<file path="src/rtl/crc8lpd_pkg.sv">
// ----------------------------------------------------------------------------
// crc8lpd_pkg
// Shared types, constants and the CRC-8 byte update for the length-prefixed
// frame decoder.
// ----------------------------------------------------------------------------
package crc8lpd_pkg;

   localparam int unsigned STORE_DEPTH = 16;
   localparam int unsigned STORE_AW    = $clog2(STORE_DEPTH);

   localparam logic [7:0] LEN_MIN          = 8'd2;
   localparam logic [7:0] MAX_LENGTH_FIELD = 8'd18;
   localparam logic [7:0] HARD_MAX_LENGTH  = 8'd18;   // store holds 16 payload bytes
   localparam logic [7:0] COUNT_MAX        = 8'd255;
   localparam logic [7:0] CRC_POLY         = 8'h07;
   localparam logic [4:0] MIN_FRAME_RESET  = 5'd3;

   typedef enum logic [1:0] {
      DEC_OK      = 2'd0,
      DEC_BAD_LEN = 2'd1,
      DEC_BAD_CRC = 2'd2
   } dec_status_type;

   typedef enum logic [1:0] {
      OUT_BAD_LEN,
      OUT_BAD_CRC,
      OUT_OK_EMPTY,
      OUT_OK_PAYLOAD
   } out_kind_type;

   typedef enum logic [1:0] {
      S_ACCEPT,
      S_CHECK,
      S_READ,
      S_LOAD
   } state_type;

   typedef struct packed {
      logic         byte_take;
      logic         frame_clear;
      logic         load_out;
      out_kind_type kind;
      logic         rd_en;
      logic         idx_clear;
      logic         idx_inc;
   } dp_cmd_type;

   typedef struct packed {
      logic bad_len;
      logic bad_crc;
      logic cnt_zero;
      logic idx_last;
      logic out_free;
   } dp_sts_type;

   // CRC-8/SMBus: poly 0x07, MSB first, no reflection
   function automatic logic [7:0] crc8_byte(input logic [7:0] crc, input logic [7:0] data);
      logic [7:0] c;
      c = crc ^ data;
      for (int k = 0; k < 8; k++) begin
         if (c[7]) begin
            c = {c[6:0], 1'b0} ^ CRC_POLY;
         end else begin
            c = {c[6:0], 1'b0};
         end
      end
      return c;
   endfunction

endpackage

</file>
<file path="src/rtl/crc8_length_prefixed_frame_decoder_core.sv">
// ----------------------------------------------------------------------------
// crc8_length_prefixed_frame_decoder_core
// CRC-8/SMBus length-prefixed frame decoder, top level.
// ----------------------------------------------------------------------------
// Usage:
//  - req_* carries one received byte per transfer; req_buffer_end marks the
//    last byte of a buffer. Bytes are taken one per cycle while a buffer is
//    being gathered.
//  - After the end byte the block runs the length/CRC check in the check
//    state (req_ready low). A bad-length, bad-CRC or empty-payload frame gives
//    one result, loaded from the check state once the result register is free.
//  - A good frame with N payload bytes gives N results, each through a store
//    read and then a load of the result register, which waits while the
//    register is full; req_ready stays low until the last one is loaded.
//  - rsp_* is a registered output. A stalled receiver holds the result in
//    place; bytes of the next buffer keep being taken while a single result
//    waits, and the next result load waits for the register to free up.
//  - csr_* writes min_frame_bytes; always ready, write only while idle.
//  - Synchronous reset empties the result register, clears the frame state
//    and sets min_frame_bytes to 3.
// ----------------------------------------------------------------------------
module crc8_length_prefixed_frame_decoder_core (
   input  logic       clock,
   input  logic       reset,
   input  logic       csr_valid,
   output logic       csr_ready,
   input  logic [4:0] csr_wdata,
   input  logic       req_valid,
   output logic       req_ready,
   input  logic [7:0] req_rx_byte,
   input  logic       req_buffer_end,
   output logic       rsp_valid,
   input  logic       rsp_ready,
   output logic [1:0] rsp_decode_status,
   output logic [7:0] rsp_frame_status,
   output logic [4:0] rsp_payload_count,
   output logic [3:0] rsp_payload_index,
   output logic [7:0] rsp_payload_data,
   output logic       rsp_payload_present,
   output logic       rsp_run_last
);

   crc8lpd_pkg::dp_cmd_type cmd;
   crc8lpd_pkg::dp_sts_type sts;

   assign csr_ready = 1'b1;

   crc8lpd_ctrl u_ctrl (
      .clock          (clock),
      .reset          (reset),
      .req_valid      (req_valid),
      .req_buffer_end (req_buffer_end),
      .req_ready      (req_ready),
      .sts            (sts),
      .cmd            (cmd)
   );

   crc8lpd_dp u_dp (
      .clock               (clock),
      .reset               (reset),
      .csr_valid           (csr_valid),
      .csr_wdata           (csr_wdata),
      .req_rx_byte         (req_rx_byte),
      .cmd                 (cmd),
      .sts                 (sts),
      .rsp_ready           (rsp_ready),
      .rsp_valid           (rsp_valid),
      .rsp_decode_status   (rsp_decode_status),
      .rsp_frame_status    (rsp_frame_status),
      .rsp_payload_count   (rsp_payload_count),
      .rsp_payload_index   (rsp_payload_index),
      .rsp_payload_data    (rsp_payload_data),
      .rsp_payload_present (rsp_payload_present),
      .rsp_run_last        (rsp_run_last)
   );

endmodule

</file>
<file path="src/rtl/crc8lpd_ram.sv">
// ----------------------------------------------------------------------------
// crc8lpd_ram
// Generic single-write, single-read RAM with registered read data.
// ----------------------------------------------------------------------------
module crc8lpd_ram #(
   parameter int unsigned WIDTH = 8,
   parameter int unsigned DEPTH = 16
) (
   input  logic                     clock,
   input  logic                     wr_en,
   input  logic [$clog2(DEPTH)-1:0] wr_addr,
   input  logic [WIDTH-1:0]         wr_data,
   input  logic                     rd_en,
   input  logic [$clog2(DEPTH)-1:0] rd_addr,
   output logic [WIDTH-1:0]         rd_data
);

   logic [WIDTH-1:0] mem_ff [DEPTH];
   logic [WIDTH-1:0] rd_data_ff;

   always_ff @(posedge clock) begin
      if (wr_en) begin
         mem_ff[wr_addr] <= wr_data;
      end
      if (rd_en) begin
         rd_data_ff <= mem_ff[rd_addr];
      end
   end

   assign rd_data = rd_data_ff;

endmodule

</file>
<file path="src/rtl/crc8lpd_dp.sv">
// ----------------------------------------------------------------------------
// crc8lpd_dp
// Datapath: per-byte frame state, CRC accumulator, payload store, verdict
// logic and the result output register.
// ----------------------------------------------------------------------------
module crc8lpd_dp (
   input  logic                    clock,
   input  logic                    reset,
   input  logic                    csr_valid,
   input  logic [4:0]              csr_wdata,
   input  logic [7:0]              req_rx_byte,
   input  crc8lpd_pkg::dp_cmd_type cmd,
   output crc8lpd_pkg::dp_sts_type sts,
   input  logic                    rsp_ready,
   output logic                    rsp_valid,
   output logic [1:0]              rsp_decode_status,
   output logic [7:0]              rsp_frame_status,
   output logic [4:0]              rsp_payload_count,
   output logic [3:0]              rsp_payload_index,
   output logic [7:0]              rsp_payload_data,
   output logic                    rsp_payload_present,
   output logic                    rsp_run_last
);

   logic [4:0] min_ff, min_in;
   logic [7:0] count_ff, count_in;
   logic [7:0] len_ff, len_in;
   logic [7:0] crc_ff, crc_in;
   logic       match_ff, match_in;
   logic [7:0] stat_ff, stat_in;
   logic [crc8lpd_pkg::STORE_AW-1:0] idx_ff, idx_in;

   logic       valid_ff, valid_in;
   logic [1:0] o_status_ff, o_status_in;
   logic [7:0] o_frame_ff, o_frame_in;
   logic [4:0] o_count_ff, o_count_in;
   logic [3:0] o_index_ff, o_index_in;
   logic [7:0] o_data_ff, o_data_in;
   logic       o_present_ff, o_present_in;
   logic       o_last_ff, o_last_in;

   logic       st_wr_en;
   logic [crc8lpd_pkg::STORE_AW-1:0] st_wr_addr;
   logic [7:0] st_rd_data;
   logic [7:0] store_off;
   logic [4:0] pay_cnt;
   logic [8:0] len_plus1;

   // ---------------- per-byte frame state ----------------
   assign store_off  = count_ff - crc8lpd_pkg::LEN_MIN;
   assign st_wr_en   = cmd.byte_take && (count_ff >= crc8lpd_pkg::LEN_MIN)
                       && (store_off < 8'(crc8lpd_pkg::STORE_DEPTH));
   assign st_wr_addr = store_off[crc8lpd_pkg::STORE_AW-1:0];

   always_comb begin
      min_in   = min_ff;
      count_in = count_ff;
      len_in   = len_ff;
      crc_in   = crc_ff;
      match_in = match_ff;
      stat_in  = stat_ff;
      if (csr_valid) begin
         min_in = csr_wdata;
      end
      if (cmd.frame_clear) begin
         count_in = '0;
         len_in   = '0;
         crc_in   = '0;
         match_in = 1'b0;
         stat_in  = '0;
      end else if (cmd.byte_take) begin
         if (count_ff == 8'd0) begin
            len_in = req_rx_byte;
            crc_in = crc8lpd_pkg::crc8_byte(8'h00, req_rx_byte);
         end else begin
            if (count_ff == 8'd1) begin
               stat_in = req_rx_byte;
            end
            if (count_ff < len_ff) begin
               crc_in = crc8lpd_pkg::crc8_byte(crc_ff, req_rx_byte);
            end else if (count_ff == len_ff) begin
               match_in = (crc_ff == req_rx_byte);
            end
         end
         if (count_ff != crc8lpd_pkg::COUNT_MAX) begin
            count_in = count_ff + 8'd1;
         end
      end
   end

   always_ff @(posedge clock) begin
      if (reset) begin
         min_ff   <= crc8lpd_pkg::MIN_FRAME_RESET;
         count_ff <= '0;
         len_ff   <= '0;
         crc_ff   <= '0;
         match_ff <= 1'b0;
         stat_ff  <= '0;
      end else begin
         min_ff   <= min_in;
         count_ff <= count_in;
         len_ff   <= len_in;
         crc_ff   <= crc_in;
         match_ff <= match_in;
         stat_ff  <= stat_in;
      end
   end

   crc8lpd_ram #(
      .WIDTH (8),
      .DEPTH (crc8lpd_pkg::STORE_DEPTH)
   ) u_store (
      .clock   (clock),
      .wr_en   (st_wr_en),
      .wr_addr (st_wr_addr),
      .wr_data (req_rx_byte),
      .rd_en   (cmd.rd_en),
      .rd_addr (idx_ff),
      .rd_data (st_rd_data)
   );

   // ---------------- verdict ----------------
   assign len_plus1 = {1'b0, len_ff} + 9'd1;
   assign pay_cnt   = 5'(len_ff - crc8lpd_pkg::LEN_MIN);

   assign sts.bad_len  = (count_ff < {3'b000, min_ff})
                         || (len_ff < crc8lpd_pkg::LEN_MIN)
                         || (len_ff > crc8lpd_pkg::MAX_LENGTH_FIELD)
                         || (len_ff > crc8lpd_pkg::HARD_MAX_LENGTH)
                         || ({1'b0, count_ff} < len_plus1);
   assign sts.bad_crc  = !match_ff;
   assign sts.cnt_zero = (pay_cnt == 5'd0);
   assign sts.idx_last = (({1'b0, idx_ff} + 5'd1) == pay_cnt);
   assign sts.out_free = !valid_ff || rsp_ready;

   // ---------------- payload index ----------------
   always_comb begin
      idx_in = idx_ff;
      if (cmd.idx_clear) begin
         idx_in = '0;
      end else if (cmd.idx_inc) begin
         idx_in = idx_ff + 1'b1;
      end
   end

   always_ff @(posedge clock) begin
      if (reset) begin
         idx_ff <= '0;
      end else begin
         idx_ff <= idx_in;
      end
   end

   // ---------------- result register ----------------
   always_comb begin
      valid_in     = valid_ff;
      o_status_in  = o_status_ff;
      o_frame_in   = o_frame_ff;
      o_count_in   = o_count_ff;
      o_index_in   = o_index_ff;
      o_data_in    = o_data_ff;
      o_present_in = o_present_ff;
      o_last_in    = o_last_ff;
      if (cmd.load_out) begin
         valid_in     = 1'b1;
         o_status_in  = crc8lpd_pkg::DEC_OK;
         o_frame_in   = stat_ff;
         o_count_in   = '0;
         o_index_in   = '0;
         o_data_in    = '0;
         o_present_in = 1'b0;
         o_last_in    = 1'b1;
         case (cmd.kind)
            crc8lpd_pkg::OUT_BAD_LEN: begin
               o_status_in = crc8lpd_pkg::DEC_BAD_LEN;
               o_frame_in  = '0;
            end
            crc8lpd_pkg::OUT_BAD_CRC: begin
               o_status_in = crc8lpd_pkg::DEC_BAD_CRC;
               o_frame_in  = '0;
            end
            crc8lpd_pkg::OUT_OK_PAYLOAD: begin
               o_count_in   = pay_cnt;
               o_index_in   = 4'(idx_ff);
               o_data_in    = st_rd_data;
               o_present_in = 1'b1;
               o_last_in    = sts.idx_last;
            end
            default: begin
               // empty payload: defaults above
            end
         endcase
      end else if (rsp_ready) begin
         valid_in = 1'b0;
      end
   end

   always_ff @(posedge clock) begin
      if (reset) begin
         valid_ff <= 1'b0;
      end else begin
         valid_ff <= valid_in;
      end
   end

   always_ff @(posedge clock) begin
      o_status_ff  <= o_status_in;
      o_frame_ff   <= o_frame_in;
      o_count_ff   <= o_count_in;
      o_index_ff   <= o_index_in;
      o_data_ff    <= o_data_in;
      o_present_ff <= o_present_in;
      o_last_ff    <= o_last_in;
   end

   assign rsp_valid           = valid_ff;
   assign rsp_decode_status   = o_status_ff;
   assign rsp_frame_status    = o_frame_ff;
   assign rsp_payload_count   = o_count_ff;
   assign rsp_payload_index   = o_index_ff;
   assign rsp_payload_data    = o_data_ff;
   assign rsp_payload_present = o_present_ff;
   assign rsp_run_last        = o_last_ff;

endmodule

</file>
<file path="src/rtl/crc8lpd_ctrl.sv">
// ----------------------------------------------------------------------------
// crc8lpd_ctrl
// Controller: takes bytes, runs the end-of-buffer check and sequences the
// payload readout from the store into the result register.
// ----------------------------------------------------------------------------
module crc8lpd_ctrl (
   input  logic                    clock,
   input  logic                    reset,
   input  logic                    req_valid,
   input  logic                    req_buffer_end,
   output logic                    req_ready,
   input  crc8lpd_pkg::dp_sts_type sts,
   output crc8lpd_pkg::dp_cmd_type cmd
);

   crc8lpd_pkg::state_type state_ff, state_in;

   always_ff @(posedge clock) begin
      if (reset) begin
         state_ff <= crc8lpd_pkg::S_ACCEPT;
      end else begin
         state_ff <= state_in;
      end
   end

   always_comb begin
      state_in        = state_ff;
      req_ready       = 1'b0;
      cmd.byte_take   = 1'b0;
      cmd.frame_clear = 1'b0;
      cmd.load_out    = 1'b0;
      cmd.kind        = crc8lpd_pkg::OUT_OK_EMPTY;
      cmd.rd_en       = 1'b0;
      cmd.idx_clear   = 1'b0;
      cmd.idx_inc     = 1'b0;
      case (state_ff)
         crc8lpd_pkg::S_ACCEPT: begin
            req_ready     = 1'b1;
            cmd.byte_take = req_valid;
            if (req_valid && req_buffer_end) begin
               state_in = crc8lpd_pkg::S_CHECK;
            end
         end
         crc8lpd_pkg::S_CHECK: begin
            if (!sts.bad_len && !sts.bad_crc && !sts.cnt_zero) begin
               cmd.idx_clear = 1'b1;
               state_in      = crc8lpd_pkg::S_READ;
            end else if (sts.out_free) begin
               // single-result frame
               cmd.load_out    = 1'b1;
               cmd.frame_clear = 1'b1;
               if (sts.bad_len) begin
                  cmd.kind = crc8lpd_pkg::OUT_BAD_LEN;
               end else if (sts.bad_crc) begin
                  cmd.kind = crc8lpd_pkg::OUT_BAD_CRC;
               end else begin
                  cmd.kind = crc8lpd_pkg::OUT_OK_EMPTY;
               end
               state_in = crc8lpd_pkg::S_ACCEPT;
            end
         end
         crc8lpd_pkg::S_READ: begin
            cmd.rd_en = 1'b1;
            state_in  = crc8lpd_pkg::S_LOAD;
         end
         crc8lpd_pkg::S_LOAD: begin
            if (sts.out_free) begin
               cmd.load_out = 1'b1;
               cmd.kind     = crc8lpd_pkg::OUT_OK_PAYLOAD;
               if (sts.idx_last) begin
                  cmd.frame_clear = 1'b1;
                  state_in        = crc8lpd_pkg::S_ACCEPT;
               end else begin
                  cmd.idx_inc = 1'b1;
                  state_in    = crc8lpd_pkg::S_READ;
               end
            end
         end
         default: begin
            state_in = crc8lpd_pkg::S_ACCEPT;
         end
      endcase
   end

endmodule

</file>
<file path="config.mk">
export PLATFORM = sky130hd
export DESIGN_NAME = crc8_length_prefixed_frame_decoder_core
export DESIGN_NICKNAME = d
export VERILOG_FILES = /design/src/rtl/crc8lpd_pkg.sv /design/src/rtl/crc8_length_prefixed_frame_decoder_core.sv /design/src/rtl/crc8lpd_ram.sv /design/src/rtl/crc8lpd_dp.sv /design/src/rtl/crc8lpd_ctrl.sv
export SDC_FILE = /design/constraint.sdc
export NUM_CORES = 1
export LEC_CHECK = 0
export BUFFER_PORTS_ARGS = -buffer_cell sky130_fd_sc_hd__buf_2
export CAP_MARGIN = 25
export CORE_AREA = 2 2 249 177
export DETAILED_ROUTE_END_ITERATION = 8
export DIE_AREA = 0 0 251 179
export GPL_TIMING_DRIVEN = 0
export PLACE_DENSITY = 0.37
export SLEW_MARGIN = 20
export SYNTH_ARGS = -nofsm -noshare
export SYNTH_HDL_FRONTEND = slang
export SYNTH_SLANG_ARGS = --single-unit
</file>
<file path="constraint.sdc">
create_clock -name clock -period 5.58 [get_ports clock]
set_clock_uncertainty 0.15 [all_clocks]
set_input_delay 0.837 -clock clock [delete_from_list [all_inputs] [get_ports clock]]
set_output_delay 0.837 -clock clock [all_outputs]
set_load 0.01 [all_outputs]
</file>
==> results.yml, run 1 <==
synthesis:
  seq_area_frac_synth: 0.606
  synthTopCellsByArea: "edfxtp_1 (51%), dfxtp_1 (9.3%), mux4_2 (9.3%), ha_1 (4.5%), xnor2_1 (3.8%)"
  synth_warnings: 0
  synth_area_leader_cell: "edfxtp_1"
  syn_area_per_cell_um2: 14.8
  ys_ff_latch: 210
  netlist_area_um2: 9670
  synth_flop_cell: "edfxtp_1"
  syn_inst: 653
  synth-edff-count: 165
  synth_top_area_frac: 0.512
  syn_nets: 707
  synth-async-reset-ratio: 0
  synth.distinct_cells: 65
routing:
  wire_per_inst_um: 19.7
  ant_nets: 0
  drc: 0
  via_per_inst: 4.22
  drt_iter0_markers: 346
  num_vias: 5513
  dr.pass1.iters: 5
  routed_wl_mm: 25.7
sta:
  fmax_ghz: 0.276
  fin_crit_sh: 0.649
  rsz0062_at_grt: "false"
  hold_viol: 0
  min_period_ns: 3.62
  tightest_slew_ns: 1.01
  final_max_slew_viol_count: 0
  fin_tns_setup_ns: 0
  slew_headroom: 0.325
  setup_viol_count_final: 0
global_routing:
  grt_max_degree: 24
  antenna_found_initial: 3
  grt_pass1_vias: 5679
  grt_usage: 0.118
  overflow: 0
  grt_pass1_wl_mm: 38.4
clock_network:
  cts-root-buf: "clkbuf_16"
  cts_sinks: 210
  cts_tree: "built"
  clk_latency_ns: 0.53
  htreeDepth: 1
  cts_resized: 0
  cts_buffer_depth: 3
  cts-hold-fix-buffers: 0
  cts_setup_buffers: 0
  cts_buffers: 24
  path_clk_slew_ns: 0.06
floorplan:
  pin_count: 51
  die_h_um: 179
  start_util: 0.225
  coreArea_um2: 42900
  die_width_um: 251
  placementRows: 64
  dieArea_um2: 44900
final_layout:
  nets: 782
  antenna_cells: 0
  drive_gt1_frac: 0.239
  mostFrequentLayoutCells: "edfxtp_1 (165), buf_2 (59), dfxtp_1 (45)"
  fin_util: 0.267
  areaGrowthSynthToFinish_pct: 18.6
  final_common_cell: "edfxtp_1"
worst_setup_path:
  arrival_ns: 3.70
  critPathSlowestCell: "a221oi_1"
  start_kind: "flop"
  worst_path_most_repeated_cell: "a21o_1"
  path_class: "reg2reg"
  end_kind: "flop"
  cp-startpoint: "u_dp.len_ff[4]"
  crit_fanout: 23
  r2r_cells: 11
  cp_cell_sequence: "inv_1 > nor3_1 > nand3_1 > xnor2_1 > ha_1 > a21o_1 > a221oi_1 > a21o_1 > nor2_1 > nor2_4 > buf_12"
  required_ns: 5.66
  max_stage_delay_ns: 0.53
  r2r-start: "u_dp.len_ff[4]"
status:
  status: "finished, final reports clean"
power:
  vdd_ir_drop_max_uv: 188
  p_per_area_nw_per_um2: 326
  leakage_uw: 0.00389
min_path:
  holdPathStages: 2
  hold_start: "u_dp.crc_ff[1]"
  hold_path.class: "reg2reg"
job:
  maxCapViolCount: 0
placement:
  place.gp.congestion: 0.728
  io_buffer_count: 47
  post-dp-hpwl_mm: 18.2
==> cells by family (layout without fill, tap and decap cells) <==
| group | Yosys count | after routing | share of synthesized area |
|---|---|---|---|
| DFF | 210 | 210 | 0.606 |
| muxes | 63 | 63 | 0.117 |
| and+or+nand+nor | 165 | 165 | 0.0894 |
| buffers and inverters | 64 | 157 | 0.0308 |
| xor gates and xnor gates | 61 | 61 | 0.0603 |
| other | 1 | 1 | 0.000388 |
| AOI/OAI and AO/OA | 54 | 54 | 0.0514 |
| adders and majority gates | 35 | 35 | 0.0453 |
==> state kept, by name, indices dropped and copies added (netlist names) <==
register / cells
u_dp.stat_ff: 8
u_dp.rsp_payload_data: 8
u_dp.crc_ff: 8
u_dp.rsp_decode_status: 2
u_dp.min_ff: 5
u_dp.u_store.rd_data: 8
u_dp.rsp_valid: 1
u_dp.len_ff: 8
u_dp.rsp_payload_count: 5
u_dp.rsp_payload_present: 1
u_dp.idx_ff: 4
u_dp.u_store.mem_ff: 128
u_dp.rsp_run_last: 1
u_dp.rsp_payload_index: 4
u_dp.count_ff: 8
u_dp.match_ff: 1
u_dp.rsp_frame_status: 8
u_ctrl.state_ff: 2
==> power breakdown <==
group	switching [uW]	internal, uW
sequential	27.2	1710
clock	666	974
combinational	216	149
total	909	2830
==> through the flow <==
step	hold slack (ns)	total power (uW)	cell area (um^2)	worst slack [ns]	std cells
2_1_floorplan	0.293	2020	9670	1.60	653
3_3_place_gp	0.317	2140	10600	0.205	1261
3_5_place_dp	0.318	2140	10600	1.90	1262
4_1_cts	0.334	3810	11500	1.87	1306
5_1_grt	0.358	3900	11500	1.65	1307
6_report	0.325	3740	11500	1.96	1307
==> cell type report <==
type	instances	area (um^2)
inverter	29	109
tap	561	702
buffer	35	189
clock inverter	17	180
fill	4423	31500
clock buffer	27	643
sequential	210	5860
multi-input combinational	379	3520
timing repair buffer	49	263
==> layer usage <==
metal	global-route usage	routed length, um	share of wire	vias to the layer above
met2	0.167	10400	0.40	102
li1	-	-	-	2617
met5	0	0	0	-
met1	0.184	13800	0.54	2761
met3	0.0196	1120	0.044	33
met4	0.0248	419	0.016	0
==> worst max-delay path: cells and delay by family, from the launching register on <==
family / cells / cell delay (ns)
XOR/XNOR: 1 / 0.16
flip-flops: 1 / 0.51
buffers and inverters: 2 / 0.43
AND/OR/NAND/NOR: 4 / 0.79
AO/OA/AOI/OAI: 3 / 0.98
adder cells (fa/ha/maj): 1 / 0.28
==> cell usage after synthesis, types with 9 or more instances <==
cell / instances
nand3_1: 9
ha_1: 35
clkbuf_1: 12
mux2i_1: 23
nor2_1: 37
dfxtp_1: 45
inv_1: 29
buf_2: 12
mux4_2: 40
and2_1: 22
xor2_1: 15
edfxtp_1: 165
nand2_1: 23
xnor2_1: 42
nor3_1: 39
==> worst paths after layout <==
kind	end	slack, ns
hold / removal	u_dp.crc_ff[1]	0.33
setup reg to reg	u_dp.rsp_frame_status[7]	1.96
setup / recovery	u_dp.rsp_frame_status[7]	1.96
hold reg to reg	u_dp.crc_ff[1]	0.33
Power figures use the tool's default switching activity.
==> run 2, diff against run 1 <==
Settings changed: PLACE_DENSITY 0.37 to 0.38.
Clock period 5.58 ns to 3.3 ns, I/O delays scaled along.
==> results.yml, run 2 (same netlist as run 1, synthesis figures left out) <==
status:
  status: "finished, final reports clean"
placement:
  post-dp-hpwl_mm: 18.3
  dp.cells: 1263
  io_buffer_count: 47
  place.gp.congestion: 0.762
routing:
  drc: 0
  wirelength_met1_mm: 14.4
  highest_layer: "met4"
  via_per_inst: 4.22
  routed_wl_mm: 26.2
  wire_per_inst_um: 20.0
  met2_length_mm: 9.85
  wl_met3_mm: 1.48
  ant_nets: 0
  dr.pass1.iters: 5
  drt_iter0_markers: 417
  num_vias: 5527
worst_setup_path:
  required_ns: 3.42
  start_kind: "flop"
  crit_fanout: 8
  end_kind: "flop"
  arrival_ns: 3.27
  path_class: "reg2reg"
global_routing:
  overflow: 0
  grt_pass1_vias: 5462
  grt_usage: 0.118
  grt_max_degree: 22
  antenna_found_initial: 4
  grt_pass1_wl_mm: 38.8
power:
  vdd_ir_drop_max_uv: 315
  power.share.combinational: 0.100
  switching_share: 0.240
  p_seq_frac: 0.454
  leakage_uw: 0.00393
  p_int_uw: 4920
  clkPwrFrac: 0.446
  power.switching_uw: 1560
  p_per_area_nw_per_um2: 554
clock_network:
  clk_latency_ns: 0.52
  cts_buffers: 23
  cts_sinks: 210
  htreeDepth: 1
  path_clk_slew_ns: 0.06
  cts-hold-fix-buffers: 0
  cts_buffer_depth: 3
  cts-root-buf: "clkbuf_16"
  cts_tree: "built"
sta:
  slew_headroom: 0.351
  fin_crit_sh: 0.955
  hold_viol: 0
  rsz0062_at_grt: "true"
  fmax_ghz: 0.317
  tightest_slew_ns: 0.971
  final_max_slew_viol_count: 0
  min_period_ns: 3.15
  setup_viol_count_final: 0
  whs_ns: 0.0398
final_layout:
  largest_reg_flops: 128
  drive_gt1_frac: 0.275
  final_cells: 1310
  nets: 786
  final_common_cell: "edfxtp_1"
  seqCellArea_um2: 5860
  max_flop_register: "u_dp.u_store.mem_ff"
  areaGrowthSynthToFinish_pct: 20.9
  mostFrequentLayoutCells: "edfxtp_1 (165), buf_2 (59), xnor2_1 (42)"
  multiInputGateArea_um2: 3660
  nFillCells: 4392
floorplan:
  start_util: 0.225
  coreArea_um2: 42900
  die_width_um: 251
  dieArea_um2: 44900
  pin_count: 51
  die_h_um: 179
  placementRows: 64
job:
  maxCapViolCount: 0
min_path:
  hold_path.class: "in2reg"
[run 2: what timing repair did]
action,4_1_cts,5_1_grt
resized for setup,25,12
setup endpoints to repair,189,192
gates cloned,1,0
pin swaps,2,0
setup buffers,4,0
[run 2: power by group through the flow]
stage          Combinational, uW  Clock [uW]  Sequential (uW)
2_1_floorplan                430           0             2990
3_3_place_gp                 622           0             3000
6_report                     646        2890             2940
5_1_grt                      718        3050             2950
3_5_place_dp                 619           0             3000
4_1_cts                      644        2970             2940
[run 2: cell type report]
| type | instances | share of cell area |
|---|---|---|
| well taps | 561 | 0.0601 |
| plain buffers | 35 | 0.0163 |
| clock buffers | 24 | 0.0496 |
| flip-flops and latches | 210 | 0.502 |
| clock inverters | 17 | 0.0223 |
| repair buffers | 53 | 0.0278 |
| multi-input cells | 380 | 0.313 |
| diodes | 1 | 0.000214 |
| inverters | 29 | 0.00931 |
[run 2: worst paths after layout]
kind | from | end | slack (ns) | cells after the start
setup / recovery | u_dp.len_ff[4] | u_dp.rsp_frame_status[5] | 0.15 | 10
hold / removal | csr_wdata[1] | u_dp.min_ff[1] | 0.04 | 3
setup reg to reg | u_dp.len_ff[4] | u_dp.rsp_frame_status[5] | 0.15 | 10
hold reg to reg | u_dp.crc_ff[1] | u_dp.crc_ff[1] | 0.33 | 2
[run 2: through the flow]
| step | area, um^2 | setup slack [ns] | power (uW) | util | TNS (ns) |
|---|---|---|---|---|---|
| 2_1_floorplan | 9680 | 0.118 | 3420 | - | 0 |
| 3_3_place_gp | 10600 | -0.718 | 3620 | 0.247 | -60.14 |
| 3_5_place_dp | 10600 | -0.722 | 3620 | 0.248 | -48.44 |
| 4_1_cts | 11600 | -0.0220 | 6550 | 0.271 | -0.180 |
| 5_1_grt | 11700 | -0.0195 | 6710 | 0.272 | -0.307 |
| 6_report | 11700 | 0.148 | 6470 | 0.272 | 0 |
[run 2: metal layers]
layer | vias up | global-route usage
li1 | 2635 | -
met1 | 2733 | 0.196
met2 | 133 | 0.157
met3 | 26 | 0.0203
met4 | 0 | 0.0206
met5 | - | 0
[run 2: worst max-delay path, stage by stage, from the launching register on]
cell      delay (ns)
dfxtp_2         0.43
inv_1           0.17
nor3_2          0.22
nand3_1         0.12
xnor2_1         0.21
ha_1            0.27
a21o_1          0.22
a221oi_4        0.37
a21oi_4         0.14
a31o_2          0.35
and2_1          0.22
